==> src/hdl/ryuv_pkg.sv <==
// Shared constants, types and the sRGB encode table function for the RGB to
// 4:2:0 YCbCr converter. No dependencies.
package ryuv_pkg;

   localparam int MAX_WIDTH        = 4096;
   localparam int MAX_HEIGHT       = 4096;
   localparam int GAMMA_TABLE_SIZE = 4096;
   localparam int FRACTION_BITS    = 12;
   localparam int WORK_BITS        = 18;

   localparam int COMP_W    = FRACTION_BITS + 1;   // clamped component, 0..1.0
   localparam int PAIR_W    = COMP_W + 1;          // sum of two components
   localparam int QUAD_W    = COMP_W + 2;          // sum of four components
   localparam int WORK_W    = WORK_BITS + 1;       // Q18 value, 0..1.0
   localparam int LINE_DEPTH = MAX_WIDTH / 2;
   localparam int LINE_AW   = $clog2(LINE_DEPTH);
   localparam int LINE_W    = 3 * PAIR_W;
   localparam int GAMMA_AW  = $clog2(GAMMA_TABLE_SIZE);
   localparam int IDX_PROD_W = QUAD_W + GAMMA_AW + 1;
   localparam int COUNT_W   = 12;
   localparam int CFG_W     = 13;
   localparam int CSR_IDX_W = 2;
   localparam int ACC_W     = 43;
   localparam int COEF_W    = 23;
   localparam int M_W       = 22;
   localparam int RECIP_W   = 23;
   localparam int RECIP_SHIFT = 36;

   localparam logic [CSR_IDX_W-1:0] CSR_FRAME_WIDTH  = 2'd0;
   localparam logic [CSR_IDX_W-1:0] CSR_FRAME_HEIGHT = 2'd1;
   localparam logic [CSR_IDX_W-1:0] CSR_GAMMA_ENABLE = 2'd2;

   localparam logic [CFG_W-1:0] RESET_WIDTH  = 13'd1920;
   localparam logic [CFG_W-1:0] RESET_HEIGHT = 13'd1080;

   // Matrix coefficients (units of 1/10000) with the output scale folded in.
   localparam logic signed [COEF_W-1:0] CY_R = 23'sd465594;    // 2126 * 219
   localparam logic signed [COEF_W-1:0] CY_G = 23'sd1566288;   // 7152 * 219
   localparam logic signed [COEF_W-1:0] CY_B = 23'sd158118;    // 722 * 219
   localparam logic signed [COEF_W-1:0] CU_R = -23'sd256704;
   localparam logic signed [COEF_W-1:0] CU_G = -23'sd863296;
   localparam logic signed [COEF_W-1:0] CU_B = 23'sd1120000;
   localparam logic signed [COEF_W-1:0] CV_R = 23'sd1120000;
   localparam logic signed [COEF_W-1:0] CV_G = -23'sd1017408;
   localparam logic signed [COEF_W-1:0] CV_B = -23'sd102592;

   localparam logic signed [ACC_W-1:0] LUMA_ADD   = 43'sd170000;   // 17 * 10000
   localparam logic signed [ACC_W-1:0] CHROMA_ADD = 43'sd1290000;  // 129 * 10000
   localparam logic signed [ACC_W-1:0] BYTE_LIMIT = 43'sd2560000;  // 256 * 10000
   localparam logic [M_W-1:0]          M_MAX      = 22'd2559999;
   // ceil(2^36 / 10000): exact floor division for values below 2^22
   localparam logic [RECIP_W-1:0]      RECIP_10K  = 23'd6871948;

   typedef struct packed {
      logic       accept;
      logic       issue;
      logic [2:0] issue_sel;
      logic       mac;
      logic       norm;
      logic       recip;
      logic       load_out;
   } ctrl_cmd_type;

   typedef struct packed {
      logic out_free;
   } ctrl_status_type;

   localparam longint unsigned GammaDen    = GAMMA_TABLE_SIZE - 1;
   localparam longint unsigned GammaLinDen = 100 * GammaDen;
   localparam longint unsigned Q30One      = 64'd1 << 30;

   function automatic logic [COMP_W-1:0] clamp_comp(input logic signed [15:0] v);
      logic signed [16:0] one;
      one = 17'sd1 <<< FRACTION_BITS;
      if (v < 0)
         return '0;
      else if ({v[15], v} > one)
         return one[COMP_W-1:0];
      else
         return v[COMP_W-1:0];
   endfunction

   function automatic longint unsigned qmul(input longint unsigned a, input longint unsigned b);
      return (a * b) >> 30;
   endfunction

   function automatic longint unsigned cube_root_q30(input longint unsigned x);
      longint unsigned y;
      longint unsigned t;
      y = 0;
      for (int b = 30; b >= 0; b--) begin
         t = y | (64'd1 << b);
         if (t <= Q30One) begin
            if (qmul(qmul(t, t), t) <= x)
               y = t;
         end
      end
      return y;
   endfunction

   function automatic longint unsigned isqrt64(input longint unsigned n);
      longint unsigned y;
      longint unsigned t;
      y = 0;
      for (int b = 30; b >= 0; b--) begin
         t = y | (64'd1 << b);
         if (t * t <= n)
            y = t;
      end
      return y;
   endfunction

   // sRGB encode of i/(GAMMA_TABLE_SIZE-1) in Q18; evaluated at elaboration
   function automatic logic [WORK_W-1:0] gamma_entry(input int unsigned idx);
      longint unsigned i;
      longint unsigned q18;
      longint unsigned x;
      longint unsigned t;
      longint unsigned t2;
      longint unsigned t5;
      longint unsigned s;
      i = idx;
      if (i * 64'd10000000 <= 64'd31308 * GammaDen) begin
         q18 = (i * 64'd1292 * (64'd1 << WORK_BITS) + GammaLinDen / 2) / GammaLinDen;
      end else begin
         x  = (i * Q30One + GammaDen / 2) / GammaDen;
         t  = isqrt64(isqrt64(cube_root_q30(x) << 30) << 30);
         t2 = qmul(t, t);
         t5 = qmul(qmul(t2, t2), t);
         s  = (t5 * 64'd1055 + 64'd500) / 64'd1000;
         s  = (s < 64'd59055800) ? 64'd0 : s - 64'd59055800;
         if (s > Q30One)
            s = Q30One;
         q18 = (s + 64'd2048) >> 12;
      end
      if (q18 > (64'd1 << WORK_BITS))
         q18 = 64'd1 << WORK_BITS;
      return q18[WORK_W-1:0];
   endfunction

endpackage

==> src/hdl/ryuv_ctrl.sv <==
// Sequencer for the converter: accept, six table lookups with MAC, normalize,
// divide, deliver. Depends on ryuv_pkg (command and status structs).
module ryuv_ctrl
   import ryuv_pkg::*;
(
   input  logic            clock,
   input  logic            reset,
   input  logic            req_valid,
   output logic            req_stall,
   output logic            rsp_valid,
   input  logic            rsp_stall,
   output ctrl_cmd_type    cmd,
   output ctrl_status_type status
);

   localparam logic [2:0] ST_IDLE  = 3'd0;
   localparam logic [2:0] ST_FETCH = 3'd1;
   localparam logic [2:0] ST_NORM  = 3'd2;
   localparam logic [2:0] ST_RECIP = 3'd3;
   localparam logic [2:0] ST_OUT   = 3'd4;
   localparam logic [2:0] LAST_STEP = 3'd6;

   logic [2:0] state_ff, state_in;
   logic [2:0] cnt_ff, cnt_in;
   logic       rsp_valid_ff, rsp_valid_in;

   assign status.out_free = !rsp_valid_ff || !rsp_stall;
   assign req_stall = (state_ff != ST_IDLE);
   assign rsp_valid = rsp_valid_ff;

   always_comb begin
      state_in     = state_ff;
      cnt_in       = cnt_ff;
      rsp_valid_in = rsp_valid_ff && rsp_stall;
      cmd          = '0;
      cmd.issue_sel = cnt_ff;
      unique case (state_ff)
         ST_IDLE: begin
            if (req_valid) begin
               cmd.accept = 1'b1;
               cnt_in     = '0;
               state_in   = ST_FETCH;
            end
         end
         ST_FETCH: begin
            cmd.issue = (cnt_ff != LAST_STEP);
            cmd.mac   = (cnt_ff != 3'd0);
            cnt_in    = cnt_ff + 3'd1;
            if (cnt_ff == LAST_STEP)
               state_in = ST_NORM;
         end
         ST_NORM: begin
            cmd.norm = 1'b1;
            state_in = ST_RECIP;
         end
         ST_RECIP: begin
            cmd.recip = 1'b1;
            state_in  = ST_OUT;
         end
         ST_OUT: begin
            // hold the result until the output register frees up
            if (status.out_free) begin
               cmd.load_out = 1'b1;
               rsp_valid_in = 1'b1;
               state_in     = ST_IDLE;
            end
         end
         default: state_in = ST_IDLE;
      endcase
   end

   always_ff @(posedge clock) begin
      if (reset) begin
         state_ff     <= ST_IDLE;
         cnt_ff       <= '0;
         rsp_valid_ff <= 1'b0;
      end else begin
         state_ff     <= state_in;
         cnt_ff       <= cnt_in;
         rsp_valid_ff <= rsp_valid_in;
      end
   end

   a_accept_starts_fetch: assert property (@(posedge clock) disable iff (reset)
      (req_valid && !req_stall) |=> (state_ff == ST_FETCH) && (cnt_ff == 3'd0))
      else $error("accepted request did not start the lookup sequence");

   a_result_from_out: assert property (@(posedge clock) disable iff (reset)
      $rose(rsp_valid_ff) |-> $past(state_ff == ST_OUT))
      else $error("response raised outside the delivery state");

   a_step_bound: assert property (@(posedge clock) disable iff (reset)
      (state_ff == ST_FETCH) |-> (cnt_ff <= LAST_STEP))
      else $error("lookup step counter out of range");

   a_stalled_out_holds: assert property (@(posedge clock) disable iff (reset)
      (state_ff == ST_OUT && rsp_valid_ff && rsp_stall) |=> (state_ff == ST_OUT))
      else $error("result left while the output was still stalled");

endmodule

==> config.mk <==
export PLATFORM = sky130hd
export DESIGN_NAME = ryuv_ctrl
export DESIGN_NICKNAME = d
export VERILOG_FILES = /design/src/hdl/ryuv_pkg.sv /design/src/hdl/ryuv_ctrl.sv
export SDC_FILE = /design/constraint.sdc
export NUM_CORES = 1
export LEC_CHECK = 0
export BUFFER_PORTS_ARGS = -buffer_cell sky130_fd_sc_hd__buf_2
export CAP_MARGIN = 20
export CORE_AREA = 8 8 45 47
export DETAILED_ROUTE_END_ITERATION = 16
export DIE_AREA = 0 0 53 55
export PLACE_DENSITY = 0.7
export RECOVER_POWER = 50
export SETUP_SLACK_MARGIN = 0.2
export SLEW_MARGIN = 30
export SYNTH_ARGS = -nofsm -noshare
export SYNTH_HDL_FRONTEND = slang
export SYNTH_SLANG_ARGS = --single-unit
==> constraint.sdc <==
create_clock -name clock -period 1 [get_ports clock]
set_input_delay 0.05 -clock clock [delete_from_list [all_inputs] [get_ports clock]]
set_output_delay 0.05 -clock clock [all_outputs]
set_load 0.005 [all_outputs]
==> impl_metrics.py <==
metrics = {
    "run_status": {
        "status": "complete, but fails checks",
        "violations": "negative setup slack",
    },
    "worst_setup_path": {
        "cp.arrival_ns": 1.17,
        "r2r-end": "cnt_ff[2]",
        "crit_type": "reg -> out",
        "cp-end-kind": "output port",
        "worst-path-max-fanout": 7,
        "worst_setup_path_start_kind": "register",
        "crit_start": "state_ff[1]",
        "worstPathRequired_ns": 0.95,
        "reg2reg_from": "cnt_ff[1]",
        "reg2reg_slack_ns": -0.11,
        "reg2reg_depth": 5,
    },
    "sta": {
        "tightest_slew_ns": 0.2920,
        "post-route-period-util_pct": 122.4,
        "fmax_mhz": 816.9,
        "min_period_ns": 1.224,
        "setup_violations": 10,
        "slew_viol_final": 0,
        "timing.hold.ws_ns": 0.06421,
        "rsz0062_at_grt": "true",
        "clock_skew_ns": 0.0003621,
        "finalSetupTns_ns": -1.359,
        "worst_slack_ns": -0.2241,
        "slew_headroom_pct": 80.51,
        "hold_viol": 0,
    },
    "synth": {
        "seq_area_frac_synth_pct": 32.18,
        "synth-simple-area-share_pct": 29.02,
        "synth_top_family_by_area": "simple AND/OR/NAND/NOR gates",
        "ys_warn_count": 0,
        "netlist_instances": 52,
        "synth.distinct_cells": 22,
        "synth_area_um2": 435.4,
        "synth-xor-area-share_pct": 0,
        "synth_adder_area_share_pct": 8.621,
        "synth-compound-area-share_pct": 19.83,
        "syn_area_per_cell_um2": 8.373,
        "synthMuxAreaShare_pct": 0,
        "syn-num-nets": 59,
        "ys_seq_elements": 7,
    },
    "min_path": {
        "hp-start": "reset",
        "hold_class": "in -> reg",
        "hold_end": "cnt_ff[1]",
        "whs_path_depth": 2,
    },
    "place": {
        "dp_hpwl_um": 823.3,
        "portBuffers": 15,
        "place.gp.congestion": 0.7289,
    },
    "detailed_routing": {
        "wl_met3_um": 105,
        "drt_first_pass_iters": 4,
        "top_layer_used": "met4",
        "wl_met1_um": 606,
        "wire_per_inst_um": 14.73,
        "vias": 514,
        "drtAntennaViolNets": 0,
        "dr_wl_met2_um": 757,
        "drc": 0,
        "routed_wl_um": 1473,
        "drtIter0Drc": 13,
        "via_per_inst": 5.140,
    },
    "power": {
        "p_leak_nw": 0.3542,
        "peakVddDrop_v": 0.0005953,
        "p_per_area_nw_per_um2": 880.7,
    },
    "cells_and_area": {
        "regArea_um2": 156.4,
        "drive_above_1_share_pct": 67.86,
        "area_growth_pct": 88.51,
        "num-nets-final": 92,
        "diodes": 0,
        "multiInputGateArea_um2": 344.1,
        "num-fill-cells": 113,
    },
    "global_routing": {
        "grt_usage_pct": 9.693,
        "overflow": 0,
        "grt_max_degree": 8,
        "grt_pass1_wl_um": 2090,
        "antenna_found_initial": 0,
        "grt_pass1_vias": 479,
    },
    "clock_network": {
        "clkTransAtPathRegs_ns": 0.05,
        "cts.sinks": 7,
        "cts-buffers-inserted": 3,
        "cts_tree": "yes",
        "worstSkewPairLatency_ns": 0.25,
        "htreeDepth": 1,
        "cts_buffer_depth": 2,
        "cts-root-buf": "clkbuf_4",
    },
    "die": {
        "rows": 14,
        "die_y_um": 55,
        "initial_core_util_pct": 31.46,
        "core_area_um2": 1384,
        "fp.dieW_um": 53,
        "die_area_um2": 2915,
        "pin_count": 16,
    },
    "job": {
        "cap_violations": 0,
    },
}
[kinds of logic after synthesis]
| family | after synthesis |
|---|---|
| flip-flops | 7 |
| AO/OA/AOI/OAI | 14 |
| AND/OR/NAND/NOR | 21 |
| adder cells (fa/ha/maj) | 3 |
| buffers and inverters | 7 |
[state kept, by name, indices dropped and copies added, names as in the netlist]
signal	count
state_ff	3
rsp_valid	1
cnt_ff	3
[stage by stage]
stage          instance area, um2  instances  power (mW)  utilization, %  setup WS [ns]
5_1_grt                     820.8        100      0.7702           59.31        -0.2820
3_3_place_gp                561.8         83      0.3916           40.60      -0.002296
4_1_cts                     769.5         97      0.6977           55.61        -0.2221
3_5_place_dp                561.8         83      0.3930           40.60       -0.02035
6_report                    820.8        100      0.7229           59.31        -0.2241
2_1_floorplan               478.0         52      0.3615               -        0.06516
[cells in the final DEF (no fill, tap or decap), types with 2 or more instances in the layout]
master	instances
buf_2	10
inv_1	2
buf_6	13
a21oi_1	6
nand3_1	2
nor2_1	2
nand2_1	3
clkbuf_4	3
o31ai_4	2
ha_4	2
nor3_1	2
and2b_1	2
dfxtp_4	4
nor2_2	3
dfxtp_1	2
buf_4	8
[how the worst max path moves through the flow]
stage | end | slack (ns) | cells after the start
2_1_floorplan | state_ff[2] | 0.07 | 4
3_3_place_gp | state_ff[0] | -0.002 | 5
3_5_place_dp | cnt_ff[2] | -0.02 | 4
4_1_cts | cmd[8] | -0.22 | 3
5_1_grt | cmd[8] | -0.28 | 3
6_report | cmd[8] | -0.22 | 3
[per-layer routing]
layer | up-vias | global-route usage, %
met4 | 0 | 2.586
met5 | - | 0
li1 | 246 | -
met1 | 241 | 10.24
met3 | 2 | 4.278
met2 | 25 | 17.19
[cell usage after synthesis, drive strengths merged]
cell | n | share of area (%)
nand2 | 4 | 3.4
a21oi | 7 | 8.0
nor2 | 6 | 5.7
buf | 3 | 6.9
and3b | 1 | 2.3
nor2b | 1 | 1.4
nor3 | 2 | 2.3
or3 | 1 | 2.6
nor4b | 1 | 3.4
a2bb2oi | 1 | 2.0
a41oi | 1 | 2.0
o21ai | 1 | 1.1
dfxtp | 7 | 32
and2b | 3 | 5.5
a31oi | 1 | 1.4
ha | 3 | 8.6
nand3 | 2 | 2.3
inv | 4 | 3.4
o31ai | 3 | 5.2
[power breakdown]
group	switching (mW)	internal (mW)	leakage (nW)
logic	0.0761	0.0921	0.279
clock network	0.107	0.152	0.0150
registers	0.0129	0.282	0.0602
[layout make-up]
class	count	area share (%)
Clock buffer	4	3.201
Multi-Input combinational cell	38	41.92
Sequential cell	7	19.05
Tap cell	16	2.439
Timing Repair Buffer	31	31.25
Inverter	4	2.134
[critical path: stages, from the launching register on]
cell and delay (ns):
dfxtp_2 0.35, or3_4 0.40, nor2_2 0.07, buf_2 0.11
[timing repair]
action                                  in CTS  in global routing
pin swaps                                   10                  5
resized for setup                           25                  7
buffers inserted                            10                  3
hold buffers                                 0                  0
endpoints found under the setup margin      18                 18
endpoints found under the hold margin        0                  0
Power figures use the tool's default switching activity.
